### config.mk
export PLATFORM = sky130hd
export DESIGN_NAME = lenient_utf8_decoder_unit
export DESIGN_NICKNAME = d
export VERILOG_FILES = /design/src/lud_pkg.sv /design/src/lenient_utf8_decoder_unit.sv /design/src/lud_front.sv /design/src/lud_queue.sv /design/src/lud_back.sv
export SDC_FILE = /design/constraint.sdc
export NUM_CORES = 1
export LEC_CHECK = 0
export BUFFER_PORTS_ARGS = -buffer_cell sky130_fd_sc_hd__buf_2
export CELL_PAD_IN_SITES_DETAIL_PLACEMENT = 0
export CELL_PAD_IN_SITES_GLOBAL_PLACEMENT = 1
export CORE_UTILIZATION = 55
export CTS_CLUSTER_SIZE = 24
export DETAILED_ROUTE_END_ITERATION = 6
export PLACE_DENSITY = 0.91
export SLEW_MARGIN = 0
export SYNTH_ARGS = -nofsm -noshare
export SYNTH_HDL_FRONTEND = slang
export SYNTH_SLANG_ARGS = --single-unit
### constraint.sdc
create_clock -name clk -period 19.8 [get_ports clk]
set_input_delay 2.97 -clock clk [delete_from_list [all_inputs] [get_ports clk]]
set_output_delay 2.97 -clock clk [all_outputs]
set_load 0.05 [all_outputs]
### src/lud_pkg.sv
// ----------------------------------------------------------------------------
// lud_pkg
// Shared types, constants and byte classification for the lenient UTF-8
// decoder.
// ----------------------------------------------------------------------------
package lud_pkg;

  localparam int unsigned LUD_QUEUE_DEPTH = 2;
  localparam int unsigned CP_W = 21;

  localparam logic [CP_W-1:0] BAD_CP = CP_W'(63);  // '?'

  // sequence lengths implied by a first byte
  localparam logic [2:0] LEN_BAD   = 3'd0;
  localparam logic [2:0] LEN_ASCII = 3'd1;
  localparam logic [2:0] LEN_TWO   = 3'd2;
  localparam logic [2:0] LEN_THREE = 3'd3;
  localparam logic [2:0] LEN_FOUR  = 3'd4;

  localparam logic [7:0] MASK_80 = 8'h80;
  localparam logic [7:0] MASK_E0 = 8'hE0;
  localparam logic [7:0] LEAD_C0 = 8'hC0;
  localparam logic [7:0] MASK_F0 = 8'hF0;
  localparam logic [7:0] LEAD_E0 = 8'hE0;
  localparam logic [7:0] MASK_F8 = 8'hF8;
  localparam logic [7:0] LEAD_F0 = 8'hF0;

  // one unit of work for the back end: up to four bytes decoded as a
  // self-contained run
  typedef struct packed {
    logic [3:0][7:0] data;  // data[0] is the oldest byte
    logic [2:0]      len;   // 1..4
    logic            fin;   // run ends the string
  } job_t;

  function automatic logic [2:0] seq_len(input logic [7:0] b);
    logic [2:0] s;
    if ((b & MASK_80) == 8'h00)         s = LEN_ASCII;
    else if ((b & MASK_E0) == LEAD_C0) s = LEN_TWO;
    else if ((b & MASK_F0) == LEAD_E0) s = LEN_THREE;
    else if ((b & MASK_F8) == LEAD_F0) s = LEN_FOUR;
    else                               s = LEN_BAD;
    return s;
  endfunction

endpackage

### src/lenient_utf8_decoder_unit.sv
// ----------------------------------------------------------------------------
// lenient_utf8_decoder_unit
// Lenient UTF-8 decoder: one byte in per item, code points out.
// ----------------------------------------------------------------------------
// Result path: a job is registered in a queue slot, then the back end
//   loads the output register; the front end is combinational into the queue.
// Throughput: one byte per cycle while the job queue has room; a string end
//   flushing k held bytes emits up to k + 1 code points, one per cycle in
//   the back end while the output register is free or popped.
// Reset: synchronous, clears the gather state, the job queue and the back
//   end's position and valid flag; held bytes and output data are not cleared.
// ----------------------------------------------------------------------------
module lenient_utf8_decoder_unit import lud_pkg::*; #(
  parameter int unsigned QueueDepth = LUD_QUEUE_DEPTH
) (
  input  logic            clk,
  input  logic            rst,
  // input side
  input  logic            push,
  output logic            full,
  input  logic [7:0]      byte_in,
  input  logic            final_byte,
  // result side
  output logic            empty,
  input  logic            pop,
  output logic [CP_W-1:0] code_point,
  output logic            run_last,
  output logic            text_end
);

  logic accept;
  logic job_push;
  job_t job;
  logic q_full;
  logic q_empty;
  logic q_pop;
  job_t head;

  // The front end only stalls on a full job queue. Bytes that are merely
  // held (lead and middle bytes) never enter the queue.
  assign full   = q_full;
  assign accept = push && !q_full;

  lud_front u_front (
    .clk        (clk),
    .rst        (rst),
    .accept     (accept),
    .byte_in    (byte_in),
    .final_byte (final_byte),
    .job_push   (job_push),
    .job        (job)
  );

  // Decouples classification from emission, so a multi-result flush in the
  // back end does not immediately stall the input side.
  lud_queue #(
    .Depth (QueueDepth)
  ) u_queue (
    .clk     (clk),
    .rst     (rst),
    .wr_en   (job_push),
    .wr_job  (job),
    .q_full  (q_full),
    .rd_en   (q_pop),
    .rd_job  (head),
    .q_empty (q_empty)
  );

  // Back end: one code point per cycle while the output is free or popped,
  // from the head job into a single output register acting as result queue.
  lud_back u_back (
    .clk        (clk),
    .rst        (rst),
    .q_empty    (q_empty),
    .head       (head),
    .q_pop      (q_pop),
    .pop        (pop),
    .empty      (empty),
    .code_point (code_point),
    .run_last   (run_last),
    .text_end   (text_end)
  );

endmodule

### src/lud_front.sv
// ----------------------------------------------------------------------------
// lud_front
// Takes bytes, tracks a partly gathered sequence and hands complete runs
// to the job queue.
// ----------------------------------------------------------------------------
module lud_front import lud_pkg::*; (
  input  logic       clk,
  input  logic       rst,
  input  logic       accept,
  input  logic [7:0] byte_in,
  input  logic       final_byte,
  output logic       job_push,
  output job_t       job
);

  logic [2:0][7:0] held_bytes;
  logic [1:0]      held_count;
  logic [2:0]      needed_total;
  logic [2:0]      s;
  logic            completes;

  always_comb begin
    s = seq_len(byte_in);
    job.data[0] = (held_count == 2'd0) ? byte_in : held_bytes[0];
    job.data[1] = (held_count == 2'd1) ? byte_in : held_bytes[1];
    job.data[2] = (held_count == 2'd2) ? byte_in : held_bytes[2];
    job.data[3] = byte_in;
    job.len     = {1'b0, held_count} + 3'd1;
    job.fin     = final_byte;
    completes   = (held_count != 2'd0) && (job.len >= needed_total);
    job_push    = accept && (final_byte || completes ||
                             ((held_count == 2'd0) && (s < LEN_TWO)));
  end

  always_ff @(posedge clk) begin
    if (rst) begin
      held_count   <= 2'd0;
      needed_total <= 3'd0;
    end else if (accept) begin
      if (final_byte || completes) begin
        held_count   <= 2'd0;
        needed_total <= 3'd0;
      end else if (held_count == 2'd0) begin
        if (s >= LEN_TWO) begin
          held_count   <= 2'd1;
          needed_total <= s;
        end
      end else begin
        held_count <= held_count + 2'd1;
      end
    end
  end

  // held bytes carry no reset
  always_ff @(posedge clk) begin
    if (accept && !final_byte && !completes) begin
      if (held_count == 2'd0) begin
        if (s >= LEN_TWO) held_bytes[0] <= byte_in;
      end else begin
        held_bytes[held_count] <= byte_in;
      end
    end
  end

endmodule

### src/lud_queue.sv
// ----------------------------------------------------------------------------
// lud_queue
// Small register FIFO of jobs between front and back end.
// ----------------------------------------------------------------------------
module lud_queue import lud_pkg::*; #(
  parameter int unsigned Depth = LUD_QUEUE_DEPTH
) (
  input  logic clk,
  input  logic rst,
  input  logic wr_en,
  input  job_t wr_job,
  output logic q_full,
  input  logic rd_en,
  output job_t rd_job,
  output logic q_empty
);

  localparam int unsigned AW = (Depth > 1) ? $clog2(Depth) : 1;
  localparam int unsigned CW = $clog2(Depth + 1);
  localparam logic [AW-1:0] LAST = AW'(Depth - 1);

  job_t          slots [Depth];
  logic [AW-1:0] wr_ptr;
  logic [AW-1:0] rd_ptr;
  logic [CW-1:0] count;
  logic          do_wr;
  logic          do_rd;

  assign q_full  = (count == CW'(Depth));
  assign q_empty = (count == '0);
  assign do_wr   = wr_en && !q_full;
  assign do_rd   = rd_en && !q_empty;
  assign rd_job  = slots[rd_ptr];

  always_ff @(posedge clk) begin
    if (rst) begin
      wr_ptr <= '0;
      rd_ptr <= '0;
      count  <= '0;
    end else begin
      if (do_wr) wr_ptr <= (wr_ptr == LAST) ? '0 : wr_ptr + AW'(1);
      if (do_rd) rd_ptr <= (rd_ptr == LAST) ? '0 : rd_ptr + AW'(1);
      if (do_wr && !do_rd)      count <= count + CW'(1);
      else if (do_rd && !do_wr) count <= count - CW'(1);
    end
  end

  always_ff @(posedge clk) begin
    if (do_wr) slots[wr_ptr] <= wr_job;
  end

endmodule

### src/lud_back.sv
// ----------------------------------------------------------------------------
// lud_back
// Head job to output register: one code point per cycle if free or popped.
// ----------------------------------------------------------------------------
module lud_back import lud_pkg::*; (
  input  logic            clk,
  input  logic            rst,
  input  logic            q_empty,
  input  job_t            head,
  output logic            q_pop,
  input  logic            pop,
  output logic            empty,
  output logic [CP_W-1:0] code_point,
  output logic            run_last,
  output logic            text_end
);

  logic [2:0]      pos;
  logic            out_valid;
  logic [3:0][7:0] w;
  logic [2:0]      s;
  logic [2:0]      step;
  logic [2:0]      pos_next;
  logic [CP_W-1:0] cp;
  logic            fits;
  logic            last;
  logic            advance;

  always_comb begin
    logic [2:0] idx;
    for (int k = 0; k < 4; k++) begin
      idx  = {1'b0, pos[1:0]} + 3'(k);
      w[k] = idx[2] ? 8'h00 : head.data[idx[1:0]];
    end
    s    = seq_len(w[0]);
    fits = ({1'b0, pos} + {1'b0, s}) <= {1'b0, head.len};
    step = 3'd1;
    if (s == LEN_ASCII) begin
      cp = CP_W'(w[0][6:0]);
    end else if ((s >= LEN_TWO) && fits) begin
      step = s;
      if (s == LEN_TWO)        cp = CP_W'({w[0][4:0], w[1][5:0]});
      else if (s == LEN_THREE) cp = CP_W'({w[0][3:0], w[1][5:0], w[2][5:0]});
      else                     cp = {w[0][2:0], w[1][5:0], w[2][5:0], w[3][5:0]};
    end else begin
      cp = BAD_CP;
    end
    pos_next = pos + step;
    last     = (pos_next >= head.len);
  end

  assign advance = !out_valid || pop;
  assign q_pop   = advance && !q_empty && last;
  assign empty   = !out_valid;

  always_ff @(posedge clk) begin
    if (rst) begin
      pos       <= 3'd0;
      out_valid <= 1'b0;
    end else if (advance) begin
      out_valid <= !q_empty;
      if (!q_empty) pos <= last ? 3'd0 : pos_next;
    end
  end

  always_ff @(posedge clk) begin
    if (advance && !q_empty) begin
      code_point <= cp;
      run_last   <= last;
      text_end   <= last && head.fin;
    end
  end

endmodule
==> flow_summary.toml, run 1 <==
[status]
outcome = "finished with violations"
violations = "DRC"

[yosys]
syn_avg_cell_area_sq_um = 13.75
synth_cells = 482
synthArstFlopShare = 0
yosys_warnings = 0
synth_edf_count = 119
synthFlopType = "edfxtp_1"
synth-seq-area-share = 0.5814
syn_nets = 517
ys_types = 58
syn-cell-area_sq_mm = 0.006629
synth.ff_latch_count = 133

[sta]
tns_ps = 0
maxSlewHeadroom = 0.2967
rsz0062_at_grt = "false"
min_period_over_period = 0.3873
finalHoldViolCount = 0
worst_slew_pin_slew_ps = 1055
fin_worst_skew_ps = 14.51
setup-violations-final = 0
slew_violations = 0
fmaxAchievable_mhz = 130.4
period_minus_slack_ps = 7669

[worst_setup_path]
worstPathArrival_ps = 8020
cp.required_ps = 20150
cp-end-kind = "flop"
cp_max_fo = 38
worstSetupPathType = "reg -> reg"
startpoint_type = "flop"

[cells_and_area]
antenna_cells = 0
layout.nets = 560
layout-drive-gt1-share = 0.2472
fillers = 819
areaGrowthSynthToFinish_pct = 13.14

[place]
gp_congestion = 0.8824
port_buffers = 37
hpwl_um = 8706

[die]
core_sq_mm = 0.01156
rows = 39
die_w_um = 111.8
die-area_sq_mm = 0.01250
io_pins = 38
start_util = 0.5732
fp.dieH_um = 111.8

[clocking]
clkLatencyLatePin_ps = 420
cts_tree = "done"
cts_made_buffers = 17
hold_buffers = 0
htreeDepth = 4
ctsResizeCount = 0
cts-root-buf = "clkbuf_16"
cts_buffer_depth = 2
post-cts-setup-buffers = 0
cts.sinks = 133
clk_pin_slew_ps = 60

[power_and_ir_drop]
fin_total_pwr_uw = 1326
intPower_uw = 776.9
leakage_uw = 0.002730
pwr-share-seq = 0.310
pwr-share-clk = 0.222
combPwrFrac = 0.467
power_density_mw_per_mm2 = 176.8
swShare = 0.4140
power.switching_uw = 548.9
ir_drop_uv = 79.39

[routing]
dr.pass1.iters = 7
route.detailed.drc = 4
via_per_inst = 5.916
num_vias = 4029
postRouteAntennaNets = 0
drt_iter0_drc = 299
wl_per_cell_um = 18.39
wl_um = 12520

[grt]
grt_pass1_vias = 3966
track_usage = 0.2170
grt_pass1_wl_um = 20710
grt_antenna_before_repair = 0
grt_overflow = 0
grt_max_degree = 39

[job]
maxCapViolations = 0

[min_path]
hold_path.class = "reg -> reg"
## flip-flops by register name (all words and copies together) (netlist names), 2 cells and up, named ones only
name / flops
u_queue.slots: 72
u_front.held_bytes: 24
u_back.code_point: 21
u_back.pos: 3
u_front.needed_total: 3
u_front.held_count: 2
u_queue.count: 2
## power groups by stage
stage | Combinational [uW] | Sequential [uW] | Clock [uW]
finish | 620 | 412 | 294
global placement | 598 | 415 | 0
CTS | 613 | 413 | 299
floorplan | 426 | 480 | 0
detailed placement | 609 | 418 | 0
global route | 676 | 419 | 310
## kinds of logic after synthesis
group,after synthesis,synth area share
mux,80,0.1638
buf+inv,38,0.02605
simple gates,116,0.08909
flops,133,0.5814
xor+xnor,6,0.007927
fa+ha+maj,22,0.04379
compound gates,87,0.08796
## cell usage after synthesis (all sizes together) (9+ instances only)
library cell | instances | area, sq um
a21o | 14 | 105.1
a21oi | 21 | 105.1
and2 | 12 | 77.58
buf | 11 | 71.32
clkbuf | 9 | 33.78
dfxtp | 14 | 280.3
edfxtp | 119 | 3573
ha | 20 | 250.2
inv | 18 | 67.56
mux2 | 33 | 371.6
mux2i | 30 | 312.8
mux4 | 17 | 401.6
nand2 | 32 | 120.1
nor2 | 32 | 122.6
o21ai | 22 | 110.1
## worst paths after layout
| path | start | slack (ps) | end | depth (start not counted) |
|---|---|---|---|---|
| hold / removal | u_front.needed_total[2] | 480 | u_front.needed_total[2] | 2 |
| setup reg to reg | flop | 12130 | u_queue.count[1] | 24 |
| hold reg to reg | u_front.needed_total[2] | 480 | u_front.needed_total[2] | 2 |
| setup / recovery | flop | 12130 | u_queue.count[1] | 24 |
## metrics by stage
step,hold WS (ps),std cells,cell area [sq um],worst slack [ps],util
floorplan,449.6,482,6629,13390,-
global placement,460.9,649,6942,12480,0.6002
detailed placement,470.5,649,6942,12180,0.6002
CTS,479.4,681,7500,12130,0.6485
global route,510.7,681,7500,11690,0.6485
finish,475.6,681,7500,12130,0.6485
## placed cells by master (no fill, tap or decap), types with 3 or more instances in the layout
cell type,instances
edfxtp_1,119
buf_2,37
mux2_2,33
nand2_1,32
nor2_1,31
mux2i_1,29
o21ai_0,22
a21oi_1,21
ha_1,20
inv_1,17
clkbuf_16,17
a21o_1,14
dfxtp_1,13
mux4_2,12
and2_1,11
nand2b_1,7
buf_4,7
nand3_1,6
a22oi_1,6
clkinvlp_4,6
mux4_1,5
xor2_1,5
nor3_1,4
a221oi_1,4
a211o_1,3
or2_2,3
o2bb2ai_1,3
nor3b_1,3
inv_6,3
## metal layers
layer,wire [um],up-vias,global-route usage
met1,5809,1947,0.2974
li1,-,1943,-
met5,0,-,0
met2,5915,117,0.3313
met4,238,0,0.09820
met3,559,22,0.05008
## area by class of cell
| cell class | count | area (sq um) | area share |
|---|---|---|---|
| inverters | 18 | 67.56 | 0.009009 |
| repair buffers | 44 | 237.7 | 0.03170 |
| flip-flops and latches | 133 | 3855 | 0.5140 |
| clock buffers | 18 | 429.2 | 0.05722 |
| clock inverters | 14 | 128.9 | 0.01718 |
| well taps | 143 | 178.9 | 0.02386 |
| multi-input cells | 311 | 2603 | 0.3470 |
## critical path: stages, from the launching register on
cell	delay (ps)
dfxtp_2	1020
mux4_1	680
mux2_2	340
a211oi_4	430
or2_2	210
ha_1	180
fa_1	420
ha_1	330
a211oi_1	210
o21ai_0	190
a211o_1	480
or2_2	370
ha_1	220
fa_1	480
xor2_1	210
xnor2_1	140
ha_1	290
inv_1	50
nor2_1	40
nor2_1	250
inv_1	120
nand2_1	130
ha_1	290
or3_1	360
a21oi_1	140
Note: power is estimated with default switching activity, not from simulation.
==> run 2, diff against run 1 <==
--- a/config.mk
+++ b/config.mk
@@ -5,13 +5,14 @@
 export SDC_FILE = /design/constraint.sdc
 export NUM_CORES = 1
 export LEC_CHECK = 0
+export ABC_AREA = 1
 export BUFFER_PORTS_ARGS = -buffer_cell sky130_fd_sc_hd__buf_2
 export CELL_PAD_IN_SITES_DETAIL_PLACEMENT = 0
 export CELL_PAD_IN_SITES_GLOBAL_PLACEMENT = 1
-export CORE_UTILIZATION = 55
+export CORE_UTILIZATION = 43
 export CTS_CLUSTER_SIZE = 24
 export DETAILED_ROUTE_END_ITERATION = 6
-export PLACE_DENSITY = 0.91
+export PLACE_DENSITY = 0.82
 export SLEW_MARGIN = 0
 export SYNTH_ARGS = -nofsm -noshare
 export SYNTH_HDL_FRONTEND = slang
==> constraint.sdc (replaced) <==
create_clock -name clk -period 6.6 [get_ports clk]
set_input_delay 0.99 -clock clk [delete_from_list [all_inputs] [get_ports clk]]
set_output_delay 0.99 -clock clk [all_outputs]
set_load 0.05 [all_outputs]
==> flow_summary.toml, run 2 <==
[die]
start_util = 0.4431
fp.dieH_um = 127.6
io_pins = 38
die-area_sq_mm = 0.01629
core_sq_mm = 0.01531
die_w_um = 127.6
rows = 45

[worst_setup_path]
worstPathArrival_ps = 6530
r2r_cells = 35
cp.required_ps = 6960
cpPeakStageDelay_ps = 440
cp_max_fo = 27
cp-end-kind = "flop"
r2r_end = "u_queue.count[1]"
worstSetupPathType = "reg -> reg"
crit_path_end = "u_queue.count[1]"
crit_slowest_cell = "fa_1"
crit_top_cell = "nand2_1"
r2r_slack_ps = 430
startpoint_type = "flop"

[clocking]
cts_made_buffers = 17
cts_tree = "done"
htreeDepth = 4
hold_buffers = 0
cts.sinks = 133
clkLatencyLatePin_ps = 420
cts-root-buf = "clkbuf_16"
clk_pin_slew_ps = 60
cts_buffer_depth = 2

[yosys]
synthArstFlopShare = 0
synth.area.top_cells = "edfxtp_1 53%, nand2_1 14%, dfxtp_1 4.1%"
ys_types = 40
ys_top_cells_by_count = "251 x nand2_1, 119 x edfxtp_1, 59 x inv_1"
synth-seq-area-share = 0.5680
synth.ff_latch_count = 133
synth_cells = 718
yosys_warnings = 0
syn-cell-area_sq_mm = 0.006785
syn_avg_cell_area_sq_um = 9.450
synth_most_common_cell = "nand2_1"
netlist.area_leader.share = 0.5266
synthFlopType = "edfxtp_1"
synth_edf_count = 119
syn_nets = 753
synth_top_cell_by_area = "edfxtp_1"

[power_and_ir_drop]
pwr-share-clk = 0.237
ir_drop_uv = 208.0
power_density_mw_per_mm2 = 508.2
pwr-share-seq = 0.298
swShare = 0.4232
power.switching_uw = 1676
leakage_uw = 0.003323
intPower_uw = 2284
combPwrFrac = 0.464

[routing]
wl_um = 14370
dr.pass1.iters = 5
wl_per_cell_um = 14.61
route.detailed.drc = 0
drt_iter0_drc = 402
via_per_inst = 4.995
num_vias = 4910
postRouteAntennaNets = 0

[min_path]
hold_start = "u_front.needed_total[0]"
hold_path.class = "reg -> reg"

[sta]
min_period_over_period = 0.9342
period_minus_slack_ps = 6166
maxSlewHeadroom = 0.1590
setup-violations-final = 0
fin_worst_skew_ps = 6.784
slew_violations = 0
layout_setup_ws_ps = 434.1
fmaxAchievable_mhz = 162.2
finalHoldViolCount = 0
worst_slew_pin_slew_ps = 1252

[place]
hpwl_um = 10370
place_area_sq_mm = 0.007123
port_buffers = 37
dp.cells = 949
dp_worst_setup_slack_ps = 20.32
gp_congestion = 0.9142

[grt]
track_usage = 0.1896
grt_pass1_wl_um = 23380
grt_overflow = 0
grt_antenna_before_repair = 0
grt_pass1_vias = 4645
grt_max_degree = 38
busiest_layer = "met2"
met1_usage = 0.2525
met2_usage = 0.3025
grtUsageMet3 = 0.04104

[cells_and_area]
layout.nets = 795
areaGrowthSynthToFinish_pct = 14.84
top_regs = "u_queue.slots x72, u_front.held_bytes x24, u_back.code_point x21"
fillers = 1396
final_cells = 983
final_common_cell = "nand2_1"
largest_reg_flops = 72
antenna_cells = 0
final_area_sq_mm = 0.007792
layout-drive-gt1-share = 0.1645
layout_common_cells = "251 x nand2_1, 119 x edfxtp_1, 59 x inv_1"
top_register = "u_queue.slots"

[status]
outcome = "finished clean"

[job]
maxCapViolations = 0
==> run 2: worst min-delay path by stage <==
stage                                    endpoint  slack (ps)  depth (start not counted)
after global routing      u_front.needed_total[1]         510                          2
after CTS                 u_front.needed_total[0]         480                          2
after global placement    u_front.needed_total[1]         460                          2
after detailed placement  u_front.needed_total[0]         480                          2
after floorplan           u_front.needed_total[1]         440                          2
final                     u_front.needed_total[0]         480                          2
==> run 2: cell type report <==
type | instances | area, sq um | area share
sequential | 133 | 3856 | 0.4949
multi-input combinational | 493 | 2525 | 0.3240
clock buffer | 18 | 429.2 | 0.05507
timing repair buffer | 48 | 301.5 | 0.03870
tap | 211 | 264.0 | 0.03388
inverter | 67 | 259.0 | 0.03324
clock inverter | 13 | 157.7 | 0.02023
==> run 2: power by group through the flow <==
stage	Clock (uW)	Sequential, uW	Combinational, uW
floorplan	0	1450	1150
global placement	0	1190	1730
detailed placement	0	1200	1760
CTS	956	1180	1770
global route	991	1200	2040
finish	940	1180	1840
==> run 2: stage by stage <==
stage	hold WS (ps)	util	power [uW]	TNS (ps)
global placement	459.1	0.4651	2922	0
finish	478.3	0.5088	3960	0
floorplan	444.9	-	2602	0
global route	510.0	0.5088	4223	-34.63
CTS	483.2	0.5034	3903	0
detailed placement	475.6	0.4651	2956	0
==> run 2: cell families after synthesis <==
group           after synthesis  synth area share
mux                           3          0.004426
compound gates               94           0.08279
flops                       133            0.5680
xor+xnor                      2          0.002582
fa+ha+maj                    22           0.04278
buf+inv                      92           0.06399
simple gates                372            0.2355
==> run 2: worst max-delay path, delay by kind of cell, from the launching register on <==
kind | cells | cell delay (ps)
compound gates | 8 | 1190
xor+xnor | 1 | 200
fa+ha+maj | 7 | 2280
buf+inv | 4 | 590
flops | 1 | 370
simple gates | 15 | 1480
==> run 2: metal layers <==
layer  vias up  routed length [um]
met2       140                6620
met3        24                 617
met1      2271                6794
li1       2475                   -
met4         0                 333
met5         -                   0
==> run 2: what timing repair did <==
| item | in CTS | in global routing |
|---|---|---|
| setup buffers | 0 | 2 |
| resized for setup | 0 | 14 |
| endpoints found under the setup margin | 0 | 4 |
==> run 3, diff against run 2 <==
--- a/config.mk
+++ b/config.mk
@@ -13,6 +13,7 @@
 export CTS_CLUSTER_SIZE = 24
 export DETAILED_ROUTE_END_ITERATION = 6
 export PLACE_DENSITY = 0.82
+export REMOVE_ABC_BUFFERS = 1
 export SLEW_MARGIN = 0
 export SYNTH_ARGS = -nofsm -noshare
 export SYNTH_HDL_FRONTEND = slang
==> flow_summary.toml, run 3 (synthesized netlist as in run 2, its figures left out) <==
[status]
outcome = "finished clean"

[place]
port_buffers = 37
gp_congestion = 0.8821
hpwl_um = 9908

[clocking]
clkLatencyLatePin_ps = 420
cts-root-buf = "clkbuf_16"
cts_tree = "done"
clk_pin_slew_ps = 60
cts_made_buffers = 17
cts_buffer_depth = 2
cts.sinks = 133
htreeDepth = 4

[min_path]
min_path_cells = 2
hold_path.class = "reg -> reg"
worst_hold_path.endpoint = "u_front.needed_total[1]"
hold_start = "u_front.needed_total[1]"

[routing]
drt_iter0_drc = 309
wl_per_cell_um = 14.17
dr.pass1.iters = 5
postRouteAntennaNets = 0
num_vias = 4795
route.detailed.drc = 0
wl_um = 13910
via_per_inst = 4.883

[worst_setup_path]
worstPathArrival_ps = 6470
cp_max_fo = 23
r2r_end = "u_queue.count[1]"
worstSetupPathType = "reg -> reg"
startpoint_type = "flop"
crit_top_cell = "nand2_1"
r2r_slack_ps = 490
cp.required_ps = 6960
crit_buf_inv = 4
cp-end-kind = "flop"
r2r_start = "u_back.pos[0]"
cpPeakStageDelay_ps = 450
cp_top_family = "adder cells"
crit_slowest_cell = "dfxtp_2"
r2r_cells = 34

[power_and_ir_drop]
leakage_uw = 0.003321
ir_drop_uv = 200.7
power_density_mw_per_mm2 = 499.0
fin_total_pwr_uw = 3891

[cells_and_area]
layout_common_cells = "251 x nand2_1, 119 x edfxtp_1, 59 x inv_1"
top_regs = "u_queue.slots x72, u_front.held_bytes x24, u_back.code_point x21"
top_register = "u_queue.slots"
antenna_cells = 0
final_common_cell = "nand2_1"
fillers = 1420
layout-drive-gt1-share = 0.1634
register_area_sq_mm = 0.003859
layout.nets = 794
multiInputGateArea_sq_mm = 0.002524
largest_reg_flops = 72
areaGrowthSynthToFinish_pct = 14.90

[die]
die_w_um = 127.6
fp.dieH_um = 127.6
rows = 45
start_util = 0.4431
die-area_sq_mm = 0.01629
core_sq_mm = 0.01531
io_pins = 38

[sta]
min_period_over_period = 0.9263
rsz0062_at_grt = "false"
finalHoldViolCount = 0
setup-violations-final = 0
worst_slew_pin_slew_ps = 735.9
period_minus_slack_ps = 6113
fmaxAchievable_mhz = 163.6
tns_ps = 0
maxSlewHeadroom = 0.5076
slew_violations = 0
fin_worst_skew_ps = 13.95

[grt]
grt_pass1_vias = 4631
grt_pass1_wl_um = 22890
grt_antenna_before_repair = 0
grt_overflow = 0
track_usage = 0.1831
grt_max_degree = 38

[job]
maxCapViolations = 0
## run 3: changes by cell type in the layout (fill, tap and decap cells not counted), sizes merged
cell / before / now
buf: 47 / 45
clkinvlp: 2 / 3
clkbuf: 19 / 21
inv: 67 / 66
bufinv: 3 / 2
## run 3: worst max-delay path by stage
stage | startpoint | to | slack (ps) | cells after the start
after detailed placement | flop | u_queue.count[1] | -10 | 34
after global placement | flop | u_queue.count[1] | 320 | 34
after CTS | flop | u_queue.count[1] | 90 | 34
after global routing | u_back.pos[0] | u_queue.count[1] | 5 | 34
final | u_back.pos[0] | u_queue.count[1] | 490 | 34
after floorplan | flop | u_queue.count[1] | -40 | 34
## run 3: tightest hold or removal path, stage by stage (launching register included)
cell and delay, ps:
dfxtp_1 310, nand2_1 60, a21oi_1 50
## run 3: layer usage
metal	vias to the layer above	GRT usage	share of wire
met5	-	0	0
met4	0	0.07128	0.018
met3	21	0.04816	0.040
met2	107	0.2960	0.47
met1	2191	0.2356	0.47
li1	2476	-	-
## run 3: metrics by stage
stage | instances | hold WS [ps] | utilization | instance area, sq um | worst slack, ps
6_report | 982 | 469.3 | 0.5091 | 7796 | 486.6
5_1_grt | 982 | 493.5 | 0.5091 | 7796 | 4.804
4_1_cts | 979 | 469.9 | 0.5020 | 7687 | 94.78
3_5_place_dp | 948 | 461.6 | 0.4646 | 7116 | -10.78
3_3_place_gp | 948 | 460.8 | 0.4646 | 7116 | 324.1
2_1_floorplan | 693 | 438.9 | - | 6605 | -44.36
## run 3: power by group
part / switching [uW] / total, uW / internal, uW
clock: 337 / 890 / 553
combinational: 1270 / 1820 / 542
sequential: 43.9 / 1180 / 1140
total: 1660 / 3890 / 2240
## run 3: layout make-up
cell class                 count  area share
sequential                   133      0.4949
multi-input combinational    493      0.3237
clock buffer                  19     0.05553
timing repair buffer          47     0.04108
inverter                      67     0.03386
tap                          211     0.03386
clock inverter                12     0.01701
## run 3: timing repair
| item | CTS | global route |
|---|---|---|
| pin swaps | 0 | 5 |
| endpoints found under the setup margin | 1 | 2 |
| gates resized for setup | 2 | 16 |
| hold buffers | 0 | 0 |
| hold endpoints to repair | 0 | 0 |
| buffers inserted | 0 | 1 |
| cloned | 0 | 2 |
